--- src/design/hsp_pkg.sv ---
// Package for the hex string parser: payload widths, parse phase type and
// character classification helpers. No dependencies.

package hsp_pkg;

    localparam int CH_W    = 8;
    localparam int VALUE_W = 32;
    localparam int DIGIT_W = 4;

    // Parse phases, one-hot.
    typedef enum logic [5:0] {
        PH_LEAD    = 6'b000001,
        PH_SIGNED  = 6'b000010,
        PH_ZERO    = 6'b000100,
        PH_PREFIX  = 6'b001000,
        PH_DIGITS  = 6'b010000,
        PH_INVALID = 6'b100000
    } t_phase;

    typedef struct packed {
        logic               ok;
        logic [DIGIT_W-1:0] val;
    } t_digit;

    localparam logic [CH_W-1:0] CHAR_0     = 8'h30;
    localparam logic [CH_W-1:0] CHAR_PLUS  = 8'h2B;
    localparam logic [CH_W-1:0] CHAR_MINUS = 8'h2D;
    localparam logic [CH_W-1:0] CHAR_LX    = 8'h78;
    localparam logic [CH_W-1:0] CHAR_UX    = 8'h58;

    // Decodes one ASCII hex digit of either case.
    function automatic t_digit hex_digit(input logic [CH_W-1:0] c);
        t_digit d;
        logic [CH_W-1:0] t;
        d = '{ok: 1'b0, val: '0};
        t = '0;
        if (c inside {[8'h30:8'h39]}) begin
            t = c - 8'h30;
            d = '{ok: 1'b1, val: t[DIGIT_W-1:0]};
        end else if (c inside {[8'h61:8'h66]}) begin
            t = c - 8'h57;
            d = '{ok: 1'b1, val: t[DIGIT_W-1:0]};
        end else if (c inside {[8'h41:8'h46]}) begin
            t = c - 8'h37;
            d = '{ok: 1'b1, val: t[DIGIT_W-1:0]};
        end
        return d;
    endfunction

    // Tab, line feed, vertical tab, form feed, carriage return and space.
    function automatic logic is_blank(input logic [CH_W-1:0] c);
        return (c inside {[8'h09:8'h0D], 8'h20});
    endfunction

endpackage

--- src/design/hsp_if.sv ---
// Stream interfaces for the hex string parser: character items in, parsed
// results out. Depends on hsp_pkg.

interface hsp_in_if;
    import hsp_pkg::*;

    logic            valid;
    logic            ready;
    logic [CH_W-1:0] ch;
    logic            end_of_string;

    modport source (output valid, output ch, output end_of_string, input ready);
    modport sink   (input valid, input ch, input end_of_string, output ready);
endinterface

interface hsp_out_if;
    import hsp_pkg::*;

    logic                      valid;
    logic                      ready;
    logic signed [VALUE_W-1:0] value;
    logic                      valid_res;

    modport source (output valid, output value, output valid_res, input ready);
    modport sink   (input valid, input value, input valid_res, output ready);
endinterface

--- src/design/hex_string_to_integer_parser.sv ---
// Top level of the hex string parser: input register, parse logic and
// result register. Depends on hsp_pkg and the interfaces in hsp_if.sv.
//
// Usage: the string arrives on i_in as one item per character, with
// end_of_string low, followed by one terminator item with end_of_string
// high (its ch is ignored). Leading whitespace is skipped, one '+' or '-'
// may follow, then an optional 0x or 0X prefix and at least one hex digit.
// Only the terminator produces an item on o_out: the value with the sign
// applied, wrapped to 32 bits, and valid_res. A malformed string yields
// value 0 with valid_res low. The parser then starts over on a new string.
// One item is taken per cycle while no terminator waits on a stalled o_out:
// characters flow back to back with no bubbles. A terminator passes through
// the input register and then the result register before its result shows
// on o_out. The parse state lives in the phase, accumulator and sign
// registers; a character item updates them, and a digit in the prefix or
// digit phase goes into the accumulator with a single shift-and-add.
// When o_out stalls, a terminator waits in the input register and i_in
// deasserts ready until the result register frees; characters still pass
// while no terminator is waiting. Reset empties both registers and returns
// the parser to the leading-whitespace phase with a zero accumulator.

module hex_string_to_integer_parser (
    input  logic      i_clk,
    input  logic      i_rst_n,
    hsp_in_if.sink    i_in,
    hsp_out_if.source o_out
);
    import hsp_pkg::*;

    // Input register.
    logic            r_in_valid;
    logic [CH_W-1:0] r_ch;
    logic            r_eos;

    // Parse state.
    t_phase             r_phase, n_phase;
    logic [VALUE_W-1:0] r_acc, n_acc;
    logic               r_neg, n_neg;

    // Result register.
    logic                      r_out_valid;
    logic signed [VALUE_W-1:0] r_value, n_value;
    logic                      r_valid_res, n_valid_res;

    logic   out_free;
    logic   fire;
    logic   res_ok;
    t_digit dig;

    // The item in the input register may proceed unless it is a terminator
    // and the result register still holds an untaken result.
    assign out_free   = !r_out_valid || o_out.ready;
    assign fire       = r_in_valid && (!r_eos || out_free);
    assign i_in.ready = !r_in_valid || fire;

    assign dig = hex_digit(r_ch);

    always_comb begin
        n_phase     = r_phase;
        n_acc       = r_acc;
        n_neg       = r_neg;
        res_ok      = (r_phase == PH_ZERO) || (r_phase == PH_DIGITS);
        n_valid_res = res_ok;
        n_value     = '0;
        if (res_ok) begin
            n_value = r_neg ? -r_acc : r_acc;
        end
        if (r_eos) begin
            // Terminator: the result is taken and the parser starts over.
            n_phase = PH_LEAD;
            n_acc   = '0;
            n_neg   = 1'b0;
        end else begin
            case (r_phase)
                PH_LEAD: begin
                    if (is_blank(r_ch)) begin
                        n_phase = PH_LEAD;
                    end else if (r_ch == CHAR_PLUS || r_ch == CHAR_MINUS) begin
                        n_neg   = (r_ch == CHAR_MINUS);
                        n_phase = PH_SIGNED;
                    end else if (r_ch == CHAR_0) begin
                        n_acc   = '0;
                        n_phase = PH_ZERO;
                    end else if (dig.ok) begin
                        n_acc   = VALUE_W'(dig.val);
                        n_phase = PH_DIGITS;
                    end else begin
                        n_phase = PH_INVALID;
                    end
                end
                PH_SIGNED: begin
                    if (r_ch == CHAR_0) begin
                        n_acc   = '0;
                        n_phase = PH_ZERO;
                    end else if (dig.ok) begin
                        n_acc   = VALUE_W'(dig.val);
                        n_phase = PH_DIGITS;
                    end else begin
                        n_phase = PH_INVALID;
                    end
                end
                PH_ZERO: begin
                    if (r_ch == CHAR_LX || r_ch == CHAR_UX) begin
                        n_phase = PH_PREFIX;
                    end else if (dig.ok) begin
                        n_acc   = VALUE_W'(dig.val);
                        n_phase = PH_DIGITS;
                    end else begin
                        n_phase = PH_INVALID;
                    end
                end
                PH_PREFIX, PH_DIGITS: begin
                    if (dig.ok) begin
                        // Multiply by 16 and add, wrapping at 32 bits.
                        n_acc   = {r_acc[VALUE_W-DIGIT_W-1:0], dig.val};
                        n_phase = PH_DIGITS;
                    end else begin
                        n_phase = PH_INVALID;
                    end
                end
                default: begin
                    n_phase = PH_INVALID;
                end
            endcase
        end
    end

    always_ff @(posedge i_clk) begin
        if (!i_rst_n) begin
            r_in_valid  <= 1'b0;
            r_out_valid <= 1'b0;
            r_phase     <= PH_LEAD;
            r_acc       <= '0;
            r_neg       <= 1'b0;
        end else begin
            if (i_in.ready) begin
                r_in_valid <= i_in.valid;
            end
            if (fire) begin
                r_phase <= n_phase;
                r_acc   <= n_acc;
                r_neg   <= n_neg;
            end
            if (fire && r_eos) begin
                r_out_valid <= 1'b1;
            end else if (o_out.ready) begin
                r_out_valid <= 1'b0;
            end
        end
    end

    always_ff @(posedge i_clk) begin
        if (i_in.ready && i_in.valid) begin
            r_ch  <= i_in.ch;
            r_eos <= i_in.end_of_string;
        end
        if (fire && r_eos) begin
            r_value     <= n_value;
            r_valid_res <= n_valid_res;
        end
    end

    assign o_out.valid     = r_out_valid;
    assign o_out.value     = r_value;
    assign o_out.valid_res = r_valid_res;

    // A rejected string always reports zero.
    a_invalid_zero: assert property (@(posedge i_clk) disable iff (!i_rst_n)
        r_out_valid && !r_valid_res |-> r_value == '0)
        else $error("invalid result with nonzero value");

    // A terminator leaves the parser in its start state.
    a_restart: assert property (@(posedge i_clk) disable iff (!i_rst_n)
        fire && r_eos |=> r_phase == PH_LEAD && r_acc == '0 && !r_neg)
        else $error("parser not restarted after terminator");

    // A held item keeps its contents until it proceeds.
    a_hold: assert property (@(posedge i_clk) disable iff (!i_rst_n)
        r_in_valid && !fire |=> r_in_valid && $stable(r_ch) && $stable(r_eos))
        else $error("held item lost or changed");

    // A character item never creates a result.
    a_no_spurious: assert property (@(posedge i_clk) disable iff (!i_rst_n)
        !r_out_valid && !(fire && r_eos) |=> !r_out_valid)
        else $error("result without terminator");

endmodule

--- src/flat_wrapper.sv ---
// flat-port wrapper written by rule: the top's interface ports become plain ports
module hex_string_to_integer_parser_flat import hsp_pkg::*;
  (i_clk, i_rst_n, i_in_valid, i_in_ch, i_in_end_of_string, i_in_ready, o_out_valid, o_out_value, o_out_valid_res, o_out_ready);
  hsp_in_if i_in_i ();
  hsp_out_if o_out_i ();
  input  logic i_clk;
  input  logic i_rst_n;
  input wire logic [$bits(i_in_i.valid)-1:0] i_in_valid;
  input wire logic [$bits(i_in_i.ch)-1:0] i_in_ch;
  input wire logic [$bits(i_in_i.end_of_string)-1:0] i_in_end_of_string;
  output wire logic [$bits(i_in_i.ready)-1:0] i_in_ready;
  output wire logic [$bits(o_out_i.valid)-1:0] o_out_valid;
  output wire logic [$bits(o_out_i.value)-1:0] o_out_value;
  output wire logic [$bits(o_out_i.valid_res)-1:0] o_out_valid_res;
  input wire logic [$bits(o_out_i.ready)-1:0] o_out_ready;
  assign i_in_i.valid = i_in_valid;
  assign i_in_i.ch = i_in_ch;
  assign i_in_i.end_of_string = i_in_end_of_string;
  assign i_in_ready = i_in_i.ready;
  assign o_out_valid = o_out_i.valid;
  assign o_out_value = o_out_i.value;
  assign o_out_valid_res = o_out_i.valid_res;
  assign o_out_i.ready = o_out_ready;
  hex_string_to_integer_parser u_core (.i_clk(i_clk), .i_rst_n(i_rst_n), .i_in(i_in_i), .o_out(o_out_i));
endmodule
--- config.mk ---
export PLATFORM = sky130hd
export DESIGN_NAME = hex_string_to_integer_parser_flat
export DESIGN_NICKNAME = d
export VERILOG_FILES = /design/src/design/hsp_pkg.sv /design/src/design/hsp_if.sv /design/src/design/hex_string_to_integer_parser.sv /design/src/flat_wrapper.sv
export SDC_FILE = /design/constraint.sdc
export NUM_CORES = 1
export LEC_CHECK = 0
export BUFFER_PORTS_ARGS = -buffer_cell sky130_fd_sc_hd__buf_2
export CORE_MARGIN = 10
export CORE_UTILIZATION = 40
export DETAILED_ROUTE_END_ITERATION = 7
export GPL_TIMING_DRIVEN = 0
export HOLD_SLACK_MARGIN = 0.03
export PLACE_DENSITY = 0.63
export SLEW_MARGIN = 10
export SYNTH_ARGS = -nofsm -noshare
export SYNTH_HDL_FRONTEND = slang
export SYNTH_SLANG_ARGS = --single-unit
export TNS_END_PERCENT = 30
--- constraint.sdc ---
create_clock -name i_clk -period 3.5 [get_ports i_clk]
set_clock_uncertainty 0.1 [all_clocks]
set_input_delay 0.525 -clock i_clk [delete_from_list [all_inputs] [get_ports i_clk]]
set_output_delay 0.525 -clock i_clk [all_outputs]
set_load 0.05 [all_outputs]
Yosys cells after proc, flatten, opt, wreduce, memory -nomap -nowiden --
Index checks and enable logic that the tools add are counted.
Storage, ports and cells: register bits 83, logic and storage cells 86, output and inout port bits 35, input bits 13
Operators by class: muxes and demuxes 25, reduce and logical (&&, ||, !) cells 24, equality and inequality tests 16, add/subtract/negate cells 4, magnitude comparators 8
Operator list (count):
- 32-bit 2-to-1 mux | 8
- 32-bit case mux with 4 select lines | 1
- 6-bit 2-to-1 mux | 6
- 8-bit by 6-bit equality test with 1-bit output, second input constant | 4
- 32-bit negator | 1
- 6-bit case mux with 4 select lines | 1
- 8-bit by 7-bit equality test with 1-bit output, second input constant | 2
- 8-bit by 7-bit >= comparator with 1-bit output, second input constant | 2
- 8-bit by 7-bit less-or-equal comparator with 1-bit output, second input constant | 2
- 5-bit 2-to-1 mux | 3
- 3-bit by 2-bit != test with 1-bit output, second input constant | 3
- 8-bit by 4-bit >= comparator with 1-bit output, second input constant | 1
- 8-bit by 6-bit >= comparator with 1-bit output, second input constant | 1
- 8-bit by 4-bit less-or-equal comparator with 1-bit output, second input constant | 1
- 8-bit by 6-bit less-or-equal comparator with 1-bit output, second input constant | 1
- 2-bit nonzero test | 4
- 4-bit by 3-bit subtractor with 4-bit output, second input constant | 2
- 1-bit logical AND | 7
- 6-bit by 1-bit equality test with 1-bit output, second input constant | 1
- 6-bit by 2-bit equality test with 1-bit output, second input constant | 1
- 6-bit by 3-bit equality test with 1-bit output, second input constant | 1
- 6-bit by 4-bit equality test with 1-bit output, second input constant | 1
- 6-bit by 5-bit equality test with 1-bit output, second input constant | 1
- 1-bit logical OR | 6
- other kinds (9) | 16

Logic depth before layout (Yosys ltp) --
depth after elaboration 11, depth in mapped cells 10, mapped depth without buffers 8

Least setup slack after synthesis --
OpenSTA, ideal clock, no wires.
kind reg2reg, from register u_core.r_ch[0], to register u_core.r_acc[14], path slack 1.051 ns, cell stages (with the launch flop) 11, path buffers 2, period minus slack after synthesis 2.449 ns, required time 3.283 ns, library setup time 0.117 ns, arrival 2.232 ns, cell sequence edfxtp_1 -> inv_1 -> ha_1 -> or4b_2 -> o221ai_1 -> a311oi_1 -> nand4_1 -> o2bb2ai_2 -> buf_6 -> buf_6 -> a22o_1
On the way: cells in the longest elaborated chain, start to end 11, elaborated cells between the ends (all ways) 36, those cells by class order compare: 8; eq/ne: 10; mux: 10; reduce/logical: 8
RTL lines:
- start: declaration | RTL line hex_string_to_integer_parser.sv:32 | logic [CH_W-1:0] r_ch;
- start signal: assignment | RTL line hex_string_to_integer_parser.sv:154 | r_ch <= i_in.ch;
- 8-bit by 7-bit >= comparator with 1-bit output or 8-bit by 7-bit less-or-equal comparator with 1-bit output (tied branches) | RTL line hsp_pkg.sv:43 | end else if (c inside {[8'h41:8'h46]}) begin
- 1-bit logical AND | RTL line hsp_pkg.sv:43
- 5-bit 2-to-1 mux | RTL line hsp_pkg.sv:43
- 5-bit 2-to-1 mux | RTL line hsp_pkg.sv:40 | end else if (c inside {[8'h61:8'h66]}) begin
- 5-bit 2-to-1 mux | RTL line hsp_pkg.sv:37 | if (c inside {[8'h30:8'h39]}) begin
- 32-bit 2-to-1 mux
- 32-bit 2-to-1 mux | RTL line hex_string_to_integer_parser.sv:81 | end else if (r_ch == CHAR_0) begin
- 32-bit 2-to-1 mux | RTL line hex_string_to_integer_parser.sv:78 | end else if (r_ch == CHAR_PLUS || r_ch == CHAR_MINUS) begin
- 32-bit 2-to-1 mux | RTL line hex_string_to_integer_parser.sv:76 | if (is_blank(r_ch)) begin
- 32-bit case mux with 4 select lines | RTL line hex_string_to_integer_parser.sv:74 | case (r_phase)
- 32-bit 2-to-1 mux | RTL line hex_string_to_integer_parser.sv:68 | if (r_eos) begin
- end signal: assignment | RTL line hex_string_to_integer_parser.sv:141 | r_acc <= n_acc;
- end: declaration | RTL line hex_string_to_integer_parser.sv:37 | logic [VALUE_W-1:0] r_acc, n_acc;
Parallel ways exist; a longest one is shown, timed or not. The select of a mux whose other input is x is not followed. A chain may end at the register's enable or synchronous reset.

Final worst setup path --
from register u_core.r_ch[4], to register u_core.r_acc[25]
The elaborated chain is that of the path after synthesis.

==> results.txt <==
The synthesized netlist occupies a cell area of 4000 um2. Summed over all nets, the switching power comes to 491 uW. The final wirelength was 8.35 mm; the growth of design area from synthesis to finish was 15.0%.

Total met3 wirelength after detailed routing: 486 um. For this run, the top clock speed supported by timing is 0.353 GHz. The worst stage delay on the critical path was 0.66 ns.

Clock-pin slew was measured on the worst setup and hold paths at 0.09 ns. Yosys attributes the largest share of cell area to sky130_fd_sc_hd__edfxtp_1 (32%), sky130_fd_sc_hd__dfxtp_1 (21%), sky130_fd_sc_hd__xor2_1 (6.3%). The tools report the cell-internal power as 1.42 mW.

The total non-filler cell area in the finished layout is 4600 um2. The maximum count of clock buffers along a single path was 2; the number of warning messages in the yosys log was 0. The run gives 0.367 as the part of the power in the clock network. Synthesis produced a netlist with a net count of 388. The cell depth of the worst hold path works out to 1.

The run gives 0.892 as the placer congestion estimate. For the via count of the first global-routing pass, the log shows 2918. Capture point of the worst reg-to-reg path: u_core.r_acc[25]. In this run the remaining antenna-violating nets after routing total 0. After synthesis, the mean cell area works out to 10.8 um2.

The sequential share of power was 0.549; the proportion of synthesized chip area in sequential cells was 0.520. Largest area contributor in the netlist: sky130_fd_sc_hd__edfxtp_1. Of all nets on the critical path, the largest fanout is 10. The top cell type's share of synthesized area is 0.315. The cell with the most instances after synthesis was sky130_fd_sc_hd__nor2_1. Setup violations remaining at the end of the flow were counted as 0. For this design, the slowest cell found on the critical path is sky130_fd_sc_hd__nor4_4.

The share of synthesized flip-flops with an asynchronous set or reset was 0; the horizontal die dimension was 120 um. The number of violations reported at the end of detailed-routing iteration 0 is 118, and the count of inserted antenna diode cells is 0. The startpoint identified for the worst hold timing path is i_in_ch[4].

In the synthesized netlist, the cells that appear most often are sky130_fd_sc_hd__nor2_1 (44), sky130_fd_sc_hd__edfxtp_1 (42), sky130_fd_sc_hd__dfxtp_1 (41). The run gives 370 as the cell count after synthesis. During I/O placement, the number of pins put on the boundary was 48.

For the max-slew headroom at the worst pin, the log shows 0.411. After floorplanning, the core was sized to cover 9770 um2. The run gives 2974 as the vias after detailed routing.

TritonCTS built the clock tree. The worst hold path terminates at u_core.r_ch[4]. The sum of overflow across all layers after global routing is 0.

STA classifies the critical path startpoint as a flip-flop. For this design the static power due to leakage is 1.74 nW. Counting the buffers created by CTS gives 9.

The tightest min-delay check is of the input port to flip-flop type. The placed instances occupy a cell area of 4400 um2. The top layer reached by signal wires was met4. Setup repair after global routing left no endpoint under its margin.

The number of max-slew violations in the final report came out at 0. For the met2 wire length, the log shows 3.89 mm. The hold buffer count at cts is 0, and the arrival time reported for the critical path endpoint is 3.03 ns. The worst register-to-register path begins at u_core.r_ch[4]. The die boundary height came out at 120 um. The run gives 36 as the row count. The worst-case IR drop observed on VDD is 0.000193 V. In the final routed layout, each cell accounts on average for 14.7 um. Entering global routing, the biggest net connects 34 pins. Walking the worst path, the cells encountered are nor4b_1 > o311ai_2 > nor2b_1 > nor4_4 > buf_6 > a22o_2. The run gives 940 as the count of fill cells added during filler insertion. The path type of the worst setup path was flip-flop to flip-flop. The combinational group share of total power was 0.083; the number of buffers added for setup after CTS was 0. The switching part of the total power was 0.257. The initial antenna violation count was 0; the clock latency on the worst-skew pair was 0.36 ns. The flow ran to the end, and the final reports show no timing, DRC or antenna violations.

Gates resized during post-CTS repair numbered 0. The net count of the finished layout is 446. Final period utilization: 0.809. After synthesis the netlist holds a flip-flop and latch count of 83. The clock tree synthesis step divided the H-tree into 3 levels. CTS sink count: 83. The tool flagged a number of max-cap violations equal to 0. The root buffer cell chosen for the clock tree is sky130_fd_sc_hd__clkbuf_8.

The register-to-register setup slack came out at 0.67 ns. The required time at the endpoint of the critical path was 3.70 ns; the global-route usage over all layers was 0.114. The synthesized netlist contains 59 unique library cells. The kind of end point of the critical path is a flip-flop. The count of final hold-check violations is 0. The tools report the final HPWL from detailed placement as 6.05 mm. The number of I/O port buffers works out to 47. The logs give 0 for the count of unresolved DRC violations after routing and 0.409 for the starting density of the core.

The share of layout cells above drive strength 1 is 0.201, and the detailed-route vias per instance is 5.25. Measured in cells, the most critical reg-to-reg path has a length of 6. Yosys mapped a number of flops with a built-in enable equal to 42.

Minimum period implied by the final worst setup slack: 2.83 ns. The logs give 14400 um2 for the area enclosed by the die boundary and 13.8 mm for the first-pass GRT wire length. Commonest register cell after synthesis: sky130_fd_sc_hd__edfxtp_1. Setup total negative slack on the finished layout was measured at 0 ns. The power per cell area is 415 nW/um2, and the slew of the pin with the lowest slew margin is 0.880 ns. For this run, the detailed router's first-pass iteration total came to 4. In the final routing, the length of wire on met1 measures 3.81 mm.
worst max-delay path by stage:
| stage | end | from | cells past startpoint |
|---|---|---|---|
| final | u_core.r_acc[25] | u_core.r_ch[4] | 6 |
| after detailed placement | u_core.r_acc[14] | u_core.r_ch[0] | 9 |
| after global placement | u_core.r_acc[26] | u_core.r_ch[1] | 8 |
| after CTS | u_core.r_acc[31] | u_core.r_ch[0] | 9 |
| after global routing | u_core.r_acc[24] | u_core.r_ch[0] | 9 |
| after floorplan | u_core.r_acc[14] | u_core.r_ch[0] | 10 |
per-stage QoR:
step	std cells	power [mW]	hold slack, ns	worst slack (ns)	utilization
5_1_grt	566	1.97	0.233	0.361	0.471
6_report	566	1.91	0.237	0.667	0.471
2_1_floorplan	370	1.19	0.370	1.05	-
3_5_place_dp	550	1.23	0.405	0.671	0.450
3_3_place_gp	550	1.23	0.386	0.718	0.450
4_1_cts	566	1.92	0.225	0.654	0.471
layout by cell type, fill, tap and decap left out, types with 3 or more instances in the layout:
cell,Yosys,routed
sky130_fd_sc_hd__xor2_1,29,29
sky130_fd_sc_hd__a22o_1,26,26
sky130_fd_sc_hd__inv_1,10,9
sky130_fd_sc_hd__ha_1,5,5
sky130_fd_sc_hd__a21boi_0,5,5
sky130_fd_sc_hd__or3_1,5,5
sky130_fd_sc_hd__or4_1,4,4
sky130_fd_sc_hd__mux2i_1,5,5
sky130_fd_sc_hd__buf_6,5,5
sky130_fd_sc_hd__nand3_1,8,8
sky130_fd_sc_hd__o31ai_1,12,12
sky130_fd_sc_hd__xnor2_1,3,3
sky130_fd_sc_hd__nor4_1,6,6
sky130_fd_sc_hd__clkinv_4,0,3
sky130_fd_sc_hd__buf_2,3,50
sky130_fd_sc_hd__nor2_1,44,44
sky130_fd_sc_hd__dfxtp_1,41,41
sky130_fd_sc_hd__o41ai_1,4,4
sky130_fd_sc_hd__nor3_1,5,5
sky130_fd_sc_hd__edfxtp_1,42,42
sky130_fd_sc_hd__and2_1,4,4
sky130_fd_sc_hd__nor2b_1,5,5
sky130_fd_sc_hd__a21oi_1,5,5
sky130_fd_sc_hd__clkbuf_8,0,9
sky130_fd_sc_hd__nand2b_1,4,4
sky130_fd_sc_hd__o21ai_0,12,12
sky130_fd_sc_hd__clkbuf_1,11,11
sky130_fd_sc_hd__nand2_1,25,25
state kept, by name, summed over array words and instances, names as in the netlist:
name                    count
u_core.o_out.valid_res      1
u_core.r_acc               32
u_core.r_phase              6
u_core.r_ch                 8
u_core.o_out.value         32
u_core.r_eos                1
u_core.r_neg                1
u_core.o_out.valid          1
u_core.r_in_valid           1
worst max-delay path, delay by kind of cell, from the launching register on:
kind                   cells  cell delay (ns)
DFF                        1             0.47
AOI/OAI and AO/OA          2             0.41
buffers and inverters      1             0.23
and+or+nand+nor            3             1.58
routing by layer:
| metal | vias to the layer above | global-route usage |
|---|---|---|
| met4 | 0 | 0.0490 |
| met1 | 1401 | 0.133 |
| met3 | 17 | 0.0309 |
| met5 | - | 0 |
| met2 | 71 | 0.194 |
| li1 | 1485 | - |
logic make-up (layout without fill, tap and decap cells):
| group | count (synthesis) | in the layout | share of synthesized area |
|---|---|---|---|
| AND/OR/NAND/NOR | 130 | 130 | 0.177 |
| AO/OA/AOI/OAI | 86 | 86 | 0.167 |
| flip-flops | 83 | 83 | 0.520 |
| XOR/XNOR | 32 | 32 | 0.0700 |
| buffers and inverters | 29 | 92 | 0.0375 |
| adder cells (fa/ha/maj) | 5 | 5 | 0.0156 |
| multiplexers | 5 | 5 | 0.0125 |
final cells by class:
| type | instances | area, um2 | area share |
|---|---|---|---|
| Tap cell | 133 | 166 | 0.0362 |
| Clock inverter | 7 | 76.3 | 0.0166 |
| Multi-Input combinational cell | 258 | 1770 | 0.384 |
| Inverter | 10 | 37.5 | 0.00815 |
| Buffer | 19 | 113 | 0.0245 |
| Clock buffer | 9 | 124 | 0.0269 |
| Sequential cell | 83 | 2080 | 0.452 |
| Timing Repair Buffer | 47 | 235 | 0.0511 |
power by group through the flow:
stage	Clock [mW]	Combinational, mW	Sequential [mW]
after floorplan	0	0.0770	1.11
after global placement	0	0.159	1.07
after detailed placement	0	0.160	1.07
after CTS	0.713	0.160	1.05
after global routing	0.746	0.173	1.05
final	0.701	0.159	1.05
No activity file was read; power rests on OpenSTA's default activity.
